<file path="src/rtl/vac_pkg.sv">
// vac_pkg: type codes, register indexes, status codes and conversion functions
// used by the vertex attribute converter; no dependencies
`default_nettype none
package vac_pkg;
	localparam int DEF_MAX_COMPONENTS = 4;
	localparam int DEF_ADDRESS_BITS   = 24;
	localparam int DEF_INDEX_BITS     = 16;

	typedef enum logic [2:0] {
		TY_U8 = 3'd0, TY_U16 = 3'd1, TY_U32 = 3'd2, TY_I8 = 3'd3,
		TY_I16 = 3'd4, TY_I32 = 3'd5, TY_F32 = 3'd6, TY_F32B = 3'd7
	} comp_type_t;

	typedef enum logic [2:0] {
		REG_SOURCE_TYPE = 3'd0, REG_TARGET_TYPE = 3'd1, REG_SOURCE_OFFSET = 3'd2,
		REG_SOURCE_STRIDE = 3'd3, REG_SOURCE_COMPS = 3'd4, REG_TARGET_COMPS = 3'd5,
		REG_SOURCE_LENGTH = 3'd6, REG_TARGET_LENGTH = 3'd7
	} reg_index_t;

	typedef enum logic [1:0] {
		ST_OK = 2'd0, ST_SRC_SHORT = 2'd1, ST_DST_SHORT = 2'd2, ST_RSVD = 2'd3
	} status_t;

	// bytes per component: 1, 2 or 4
	function automatic logic [2:0] type_bytes(input logic [2:0] t);
		case (t)
			TY_U8, TY_I8:   type_bytes = 3'd1;
			TY_U16, TY_I16: type_bytes = 3'd2;
			default:        type_bytes = 3'd4;
		endcase
	endfunction

	function automatic logic type_is_float(input logic [2:0] t);
		type_is_float = (t == TY_F32) || (t == TY_F32B);
	endfunction

	function automatic logic type_is_signed(input logic [2:0] t);
		type_is_signed = (t == TY_I8) || (t == TY_I16) || (t == TY_I32);
	endfunction

	// source bits to a 33-bit two's complement integer
	function automatic logic [32:0] src_extend(input logic [31:0] raw, input logic [2:0] t);
		logic s;
		s = type_is_signed(t);
		case (type_bytes(t))
			3'd1:    src_extend = {{25{s & raw[7]}}, raw[7:0]};
			3'd2:    src_extend = {{17{s & raw[15]}}, raw[15:0]};
			default: src_extend = {s & raw[31], raw};
		endcase
	endfunction

	// integer to f32, round to nearest even
	function automatic logic [31:0] int_to_f32(input logic [32:0] v);
		logic        sgn;
		logic [31:0] m;
		logic [4:0]  p;
		logic [31:0] nrm;
		logic [24:0] mant;
		logic        rb;
		logic        st;
		logic [7:0]  ex;
		sgn = v[32];
		m = sgn ? 32'(-v) : v[31:0];
		p = 5'd0;
		for (int i = 0; i < 32; i++)
			if (m[i]) p = 5'(i);
		nrm = m << (5'd31 - p);
		rb = nrm[7];
		st = |nrm[6:0];
		mant = {1'b0, nrm[31:8]};
		if (rb && (st || mant[0])) mant = mant + 25'd1;
		ex = 8'(p) + 8'd127;
		if (mant[24]) begin
			mant = mant >> 1;
			ex = ex + 8'd1;
		end
		if (m == 32'd0) int_to_f32 = 32'd0;
		else int_to_f32 = {sgn, ex, mant[22:0]};
	endfunction

	// f32 to integer: truncate toward zero, saturate, nan to zero
	function automatic logic [31:0] f32_to_int(input logic [31:0] f, input logic [2:0] t);
		logic [7:0]  ex;
		logic [22:0] fr;
		logic        neg;
		logic [33:0] mag;
		logic [33:0] mask;
		logic [33:0] lim;
		logic [7:0]  e;
		logic [54:0] sh;
		ex = f[30:23];
		fr = f[22:0];
		neg = f[31];
		case (type_bytes(t))
			3'd1:    mask = 34'hFF;
			3'd2:    mask = 34'hFFFF;
			default: mask = 34'hFFFF_FFFF;
		endcase
		lim = (mask >> 1) + 34'd1;
		e = ex - 8'd127;
		sh = {31'd0, 1'b1, fr} << e[4:0];
		if (ex == 8'hFF || ex >= 8'd159) mag = 34'h2_0000_0000;
		else if (ex < 8'd127) mag = 34'd0;
		else mag = {2'd0, sh[54:23]};
		if (ex == 8'hFF && fr != 23'd0) f32_to_int = 32'd0;
		else if (!type_is_signed(t)) begin
			if (neg) f32_to_int = 32'd0;
			else f32_to_int = 32'((mag > mask) ? mask : mag);
		end else if (!neg)
			f32_to_int = 32'((mag > lim - 34'd1) ? lim - 34'd1 : mag);
		else
			f32_to_int = 32'((34'd0 - ((mag > lim) ? lim : mag)) & mask);
	endfunction

	function automatic logic [31:0] convert(input logic [31:0] raw,
		input logic [2:0] st, input logic [2:0] tt);
		logic [32:0] r;
		r = src_extend(raw, st);
		if (type_is_float(st))
			convert = type_is_float(tt) ? raw : f32_to_int(raw, tt);
		else if (type_is_float(tt))
			convert = int_to_f32(r);
		else case (type_bytes(tt))
			3'd1:    convert = {24'd0, r[7:0]};
			3'd2:    convert = {16'd0, r[15:0]};
			default: convert = r[31:0];
		endcase
	endfunction
endpackage
`default_nettype wire

</file>
<file path="src/rtl/vertex_attribute_converter_core.sv">
// vertex_attribute_converter_core: top level of the vertex attribute converter
// depends on vac_pkg for types and conversion functions
//
// channel | signals                                          | dir
// cfg     | cfg_valid cfg_ready cfg_index cfg_data           | in
// in      | in_valid in_ready element_index component_0..3   | in
// out     | out_valid out_ready converted_value target_address| out
//         |   component_index status last                    |
// stage 1 registers the element with its bounds checks and base address; stage 2
// converts one component per cycle, unless the output stalls, into the output
// register: one beat per component up to min(source, target components), or one error beat.
// the next element is taken while the last beat of the current one is emitted.
// a stalled output holds its beat; reset restores register defaults.
`default_nettype none
module vertex_attribute_converter_core
	import vac_pkg::*;
#(
	parameter int MAX_COMPONENTS = DEF_MAX_COMPONENTS,
	parameter int ADDRESS_BITS   = DEF_ADDRESS_BITS,
	parameter int INDEX_BITS     = DEF_INDEX_BITS
) (
	input  wire logic                    clk,
	input  wire logic                    arst_n,
	input  wire logic                    cfg_valid,
	output logic                         cfg_ready,
	input  wire logic [2:0]              cfg_index,
	input  wire logic [31:0]             cfg_data,
	input  wire logic                    in_valid,
	output logic                         in_ready,
	input  wire logic [INDEX_BITS-1:0]   element_index,
	input  wire logic [31:0]             component_0,
	input  wire logic [31:0]             component_1,
	input  wire logic [31:0]             component_2,
	input  wire logic [31:0]             component_3,
	output logic                         out_valid,
	input  wire logic                    out_ready,
	output logic [31:0]                  converted_value,
	output logic [ADDRESS_BITS-1:0]      target_address,
	output logic [1:0]                   component_index,
	output logic [1:0]                   status,
	output logic                         last
);
	localparam logic [2:0] MAXC = 3'(MAX_COMPONENTS);

	// configuration registers
	logic [2:0]  src_type_q, tgt_type_q, src_comps_q, tgt_comps_q;
	logic [23:0] src_offset_q, src_len_q, tgt_len_q;
	logic [7:0]  src_stride_q;

	assign cfg_ready = 1'b1;

	always_ff @(posedge clk or negedge arst_n) begin
		if (!arst_n) begin
			src_type_q   <= TY_F32;
			tgt_type_q   <= TY_F32;
			src_offset_q <= '0;
			src_stride_q <= 8'd12;
			src_comps_q  <= 3'd3;
			tgt_comps_q  <= 3'd3;
			src_len_q    <= 24'hFF_FFFF;
			tgt_len_q    <= 24'hFF_FFFF;
		end else if (cfg_valid) begin
			case (cfg_index)
				REG_SOURCE_TYPE:   src_type_q   <= cfg_data[2:0];
				REG_TARGET_TYPE:   tgt_type_q   <= cfg_data[2:0];
				REG_SOURCE_OFFSET: src_offset_q <= cfg_data[23:0];
				REG_SOURCE_STRIDE: src_stride_q <= cfg_data[7:0];
				REG_SOURCE_COMPS:  src_comps_q  <= cfg_data[2:0];
				REG_TARGET_COMPS:  tgt_comps_q  <= cfg_data[2:0];
				REG_SOURCE_LENGTH: src_len_q    <= cfg_data[23:0];
				REG_TARGET_LENGTH: tgt_len_q    <= cfg_data[23:0];
				default: ;
			endcase
		end
	end

	// element checks and base address
	logic [2:0]  sc, tc, ncomp;
	logic [2:0]  ssz, tsz;
	logic [5:0]  tsize_el;
	logic [34:0] src_need;
	logic [30:0] dst_need;
	logic [1:0]  chk_status;
	logic [39:0] base_full;

	always_comb begin
		sc = (src_comps_q > MAXC) ? MAXC : src_comps_q;
		tc = (tgt_comps_q > MAXC) ? MAXC : tgt_comps_q;
		ncomp = (sc < tc) ? sc : tc;
		ssz = type_bytes(src_type_q);
		tsz = type_bytes(tgt_type_q);
		tsize_el = 6'(tsz) * 6'(tc);
		src_need = 35'(src_stride_q) * 35'(element_index) + 35'(src_offset_q)
			+ 35'(ssz) * 35'(sc);
		dst_need = 31'(tsize_el) * (31'(element_index) + 31'd1);
		if (src_need > 35'(src_len_q)) chk_status = ST_SRC_SHORT;
		else if (dst_need > 31'(tgt_len_q)) chk_status = ST_DST_SHORT;
		else chk_status = ST_OK;
		base_full = 40'(element_index) * 40'(tsize_el);
	end

	// stage 1: element register, stage 2: output beat register
	logic                    busy_s1;
	logic [1:0]              status_s1;
	logic [2:0]              n_s1, cnt_s1;
	logic [2:0]              tsz_s1;
	logic [ADDRESS_BITS-1:0] base_s1, addr_s1;
	logic [31:0]             comp_s1 [4];
	logic                    beat_last;
	logic                    adv;
	logic [31:0]             conv;

	assign beat_last = (status_s1 != ST_OK) || (cnt_s1 + 3'd1 >= n_s1);
	assign adv = busy_s1 && (!out_valid || out_ready);
	assign in_ready = !busy_s1 || (adv && beat_last);
	assign conv = convert(comp_s1[cnt_s1[1:0]], src_type_q, tgt_type_q);
	assign addr_s1 = base_s1 + ADDRESS_BITS'(cnt_s1) * ADDRESS_BITS'(tsz_s1);

	always_ff @(posedge clk) begin
		if (in_valid && in_ready) begin
			status_s1 <= chk_status;
			n_s1      <= ncomp;
			tsz_s1    <= tsz;
			base_s1   <= ADDRESS_BITS'(base_full & 40'hFF_FFFF);
			comp_s1[0] <= component_0;
			comp_s1[1] <= component_1;
			comp_s1[2] <= component_2;
			comp_s1[3] <= component_3;
		end
	end

	always_ff @(posedge clk or negedge arst_n) begin
		if (!arst_n) begin
			busy_s1 <= 1'b0;
			cnt_s1  <= '0;
		end else begin
			if (in_valid && in_ready) begin
				busy_s1 <= (chk_status != ST_OK) || (ncomp != 3'd0);
				cnt_s1  <= '0;
			end else if (adv && beat_last) busy_s1 <= 1'b0;
			else if (adv) cnt_s1 <= cnt_s1 + 3'd1;
		end
	end

	always_ff @(posedge clk or negedge arst_n) begin
		if (!arst_n) out_valid <= 1'b0;
		else if (adv) out_valid <= 1'b1;
		else if (out_ready) out_valid <= 1'b0;
	end

	always_ff @(posedge clk) begin
		if (adv) begin
			if (status_s1 != ST_OK) begin
				converted_value <= '0;
				target_address  <= '0;
				component_index <= '0;
			end else begin
				converted_value <= conv;
				target_address  <= addr_s1;
				component_index <= cnt_s1[1:0];
			end
			status <= status_s1;
			last   <= beat_last;
		end
	end

	// checks
	a_no_accept_busy: assert property (@(posedge clk) disable iff (!arst_n)
		(busy_s1 && !adv) |-> !in_ready) else $error("accepted while busy");
	a_err_single: assert property (@(posedge clk) disable iff (!arst_n)
		(out_valid && status != ST_OK) |-> last) else $error("error beat not last");
	a_cnt_range: assert property (@(posedge clk) disable iff (!arst_n)
		busy_s1 |-> (cnt_s1 < 3'(MAX_COMPONENTS) || status_s1 != ST_OK))
		else $error("component count out of range");
endmodule
`default_nettype wire
</file>
<file path="config.mk">
export PLATFORM = sky130hd
export DESIGN_NAME = vertex_attribute_converter_core
export DESIGN_NICKNAME = d
export VERILOG_FILES = /design/src/rtl/vac_pkg.sv /design/src/rtl/vertex_attribute_converter_core.sv
export SDC_FILE = /design/constraint.sdc
export NUM_CORES = 2
export LEC_CHECK = 0
export BUFFER_PORTS_ARGS = -buffer_cell sky130_fd_sc_hd__buf_2
export CORE_UTILIZATION = 65
export CTS_BUF_LIST = sky130_fd_sc_hd__clkbuf_2
export DETAILED_ROUTE_END_ITERATION = 8
export PLACE_DENSITY = 0.89
export SLEW_MARGIN = 20
export SYNTH_ARGS = -nofsm -noshare
export SYNTH_HDL_FRONTEND = slang
export SYNTH_SLANG_ARGS = --single-unit
</file>
<file path="constraint.sdc">
create_clock -name clk -period 22.4 [get_ports clk]
set_clock_uncertainty 0.15 [all_clocks]
set_input_delay 3.36 -clock clk [delete_from_list [all_inputs] [get_ports clk]]
set_output_delay 3.36 -clock clk [all_outputs]
set_load 0.02 [all_outputs]
</file>
==> out/qor.yml <==
finish:
  area_growth_pct: 7.13
  drive_above_1_share_pct: 17.3
  final_cell_mix: "nand2_1, inv_1, ha_1"
  nFillCells: 3901
  design_area_um2: 38300
  final_common_cell: "nand2_1"
  nets: 4800
cts:
  clk_pin_slew_ps: 120
  cts_tree: "built"
  clk_path_buf_depth: 3
  post_cts_buffers: 0
  cts_resized: 0
  cts.sinks: 315
  cts_buffers: 82
  hold_buffers: 0
  cts_max_level: 3
  clock-root-buffer: "clkbuf_2"
  clock_latency_ps: 1190
sta:
  maxSlewViolCount: 0
  relSlewSlack_pct: 24.5
  period_needed_ps: 11580
  fmax_mhz: 86.3
  rsz0062_at_grt: "false"
  fin_ws_ps: 10820
  finalSetupViolations: 0
  fin_crit_sh_pct: 51.7
  hold_viol: 0
  finalSetupTns_ps: 0
  hold_ws_ps: 277
  worst_pin_slew_ps: 1130
setup_path:
  arrival_ps: 12280
  worst_path_most_repeated_cell: "a21oi_1"
  start_kind: "input port"
  ff2ff_path_depth: 42
  critPathMaxFanout: 23
  worstSetupEndpointType: "flop"
  crit_slowest_cell: "fa_1"
  cpPeakStageDelay_ps: 560
  worstPathRequired_ps: 23100
  worst-setup-path-type: "input port to flop"
place:
  placed_area_um2: 37400
  pre_cts_ws_ps: 10050
  dpl.hpwl_um: 86800
  gp_congestion: 1.08
  io_buffer_count: 237
drt:
  routedWlPerCell_um: 23.6
  vias_per_cell: 6.77
  drtPass1Iterations: 9
  drtAntennaViolNets: 0
  totalWireLength_um: 116000
  drc_errors: 8
  vias: 33100
  drt_iter0_drc: 4397
floorplan:
  start_util_pct: 66.1
  die_h_um: 236
  die_area_um2: 55900
  die_w_um: 236
  num_io_pins: 248
  coreArea_um2: 54000
  std_cell_rows: 85
logic_synthesis:
  synth-warning-count: 0
  ys.flop_type: "edfxtp_1"
  synth_edf_count: 218
  synthCells: 3939
  synth.cell_area_um2: 35700
  avgSynthCellArea_um2: 9.07
  synth-seq-cells: 315
  yosysUniqueCellTypes: 111
  async_reset_ff_share_pct: 30.8
  ys_seq_area_share_pct: 25.3
worst_hold_path:
  hp-class: "flop to flop"
  holdPathStages: 0
grt:
  grtUsageTotal_pct: 41.2
  grt_pass1_vias: 33000
  grt_overflow: 0
  grt_pass1_wl_um: 179000
  antenna_found_initial: 21
  grt_max_degree: 75
job:
  cap_viol_max_count: 0
outcome:
  outcome: "finished with violations"
  violations: "DRC"
==> through the flow <==
step / std cells / util (%)
6_report: 4886 / 70.8
5_1_grt: 4884 / 70.8
4_1_cts: 4869 / 70.8
3_5_place_dp: 4723 / 69.2
3_3_place_gp: 4723 / 69.2
2_1_floorplan: 3956 / -
==> cells in the mapped netlist (58+ instances only) <==
| master | number | area [µm²] |
|---|---|---|
| edfxtp_1 | 218 | 6550 |
| nor3_1 | 77 | 385 |
| nand2_1 | 492 | 1850 |
| a21oi_1 | 254 | 1270 |
| mux2i_1 | 65 | 651 |
| inv_1 | 396 | 1490 |
| mux2_2 | 111 | 1250 |
| fa_1 | 240 | 4800 |
| nand3_1 | 104 | 521 |
| and2_1 | 107 | 669 |
| dfstp_2 | 58 | 1520 |
| o21ai_0 | 178 | 891 |
| clkbuf_1 | 177 | 664 |
| ha_1 | 265 | 3320 |
| nor2_1 | 219 | 822 |
| xnor2_1 | 99 | 867 |
==> flip-flops by register name, summed over array words and instances, names as in the netlist, 3 cells and up <==
| register | flops |
|---|---|
| tgt_comps_q | 3 |
| src_comps_q | 3 |
| src_len_q | 24 |
| comp_s1 | 128 |
| tgt_len_q | 24 |
| tsz_s1 | 3 |
| src_type_q | 3 |
| src_stride_q | 8 |
| src_offset_q | 24 |
| cnt_s1 | 3 |
| n_s1 | 3 |
| target_address | 23 |
| converted_value | 32 |
| tgt_type_q | 3 |
| base_s1 | 22 |
==> final timing paths <==
path                                    end  slack, ps              from
min reg2reg                       status[1]        280      status_s1[1]
max in group asynchronous           busy_s1      18750            arst_n
min in group asynchronous  src_offset_q[19]       1990            arst_n
max                            status_s1[1]      10820  element_index[0]
max reg2reg                         busy_s1      11070     tgt_type_q[1]
min                               status[1]        280      status_s1[1]
==> kinds of logic (layout without fill, tap and decap cells) <==
kind of cell	after synthesis	in the layout	synth area share [%]
compound gates	879	879	16.1
fa+ha+maj	505	505	22.7
flops	315	315	25.3
mux	228	228	8.60
buf+inv	623	840	6.82
xor+xnor	146	146	3.60
other cells	2	36	0.0210
simple gates	1241	1241	16.8
==> final cells by class <==
| cell class | instances | area, µm² | share of cell area [%] |
|---|---|---|---|
| inverters | 401 | 1510 | 3.94 |
| diodes | 17 | 42.5 | 0.111 |
| clock buffers | 115 | 576 | 1.50 |
| flip-flops and latches | 315 | 9050 | 23.6 |
| well taps | 696 | 871 | 2.28 |
| clock inverters | 31 | 263 | 0.687 |
| repair buffers | 293 | 1610 | 4.20 |
| multi-input cells | 3018 | 24400 | 63.6 |
==> layer usage <==
layer,share of wire (%),routed length [µm],global-route usage (%)
met1,35,40700,49.2
met2,47,53900,66.6
met3,12,13300,10.8
met4,6.5,7490,25.6
met5,0.080,93,0
==> worst max-delay path, delay by kind of cell <==
family                   cells  cell delay (ps)
AO/OA/AOI/OAI               21             4350
XOR/XNOR                     1              140
adder cells (fa/ha/maj)      7             2940
buffers and inverters        4              520
AND/OR/NAND/NOR              4              950
Power is left out: the tool's default activity adds up to more than one toggle a clock period on the data nets, which glitch-free logic cannot reach.
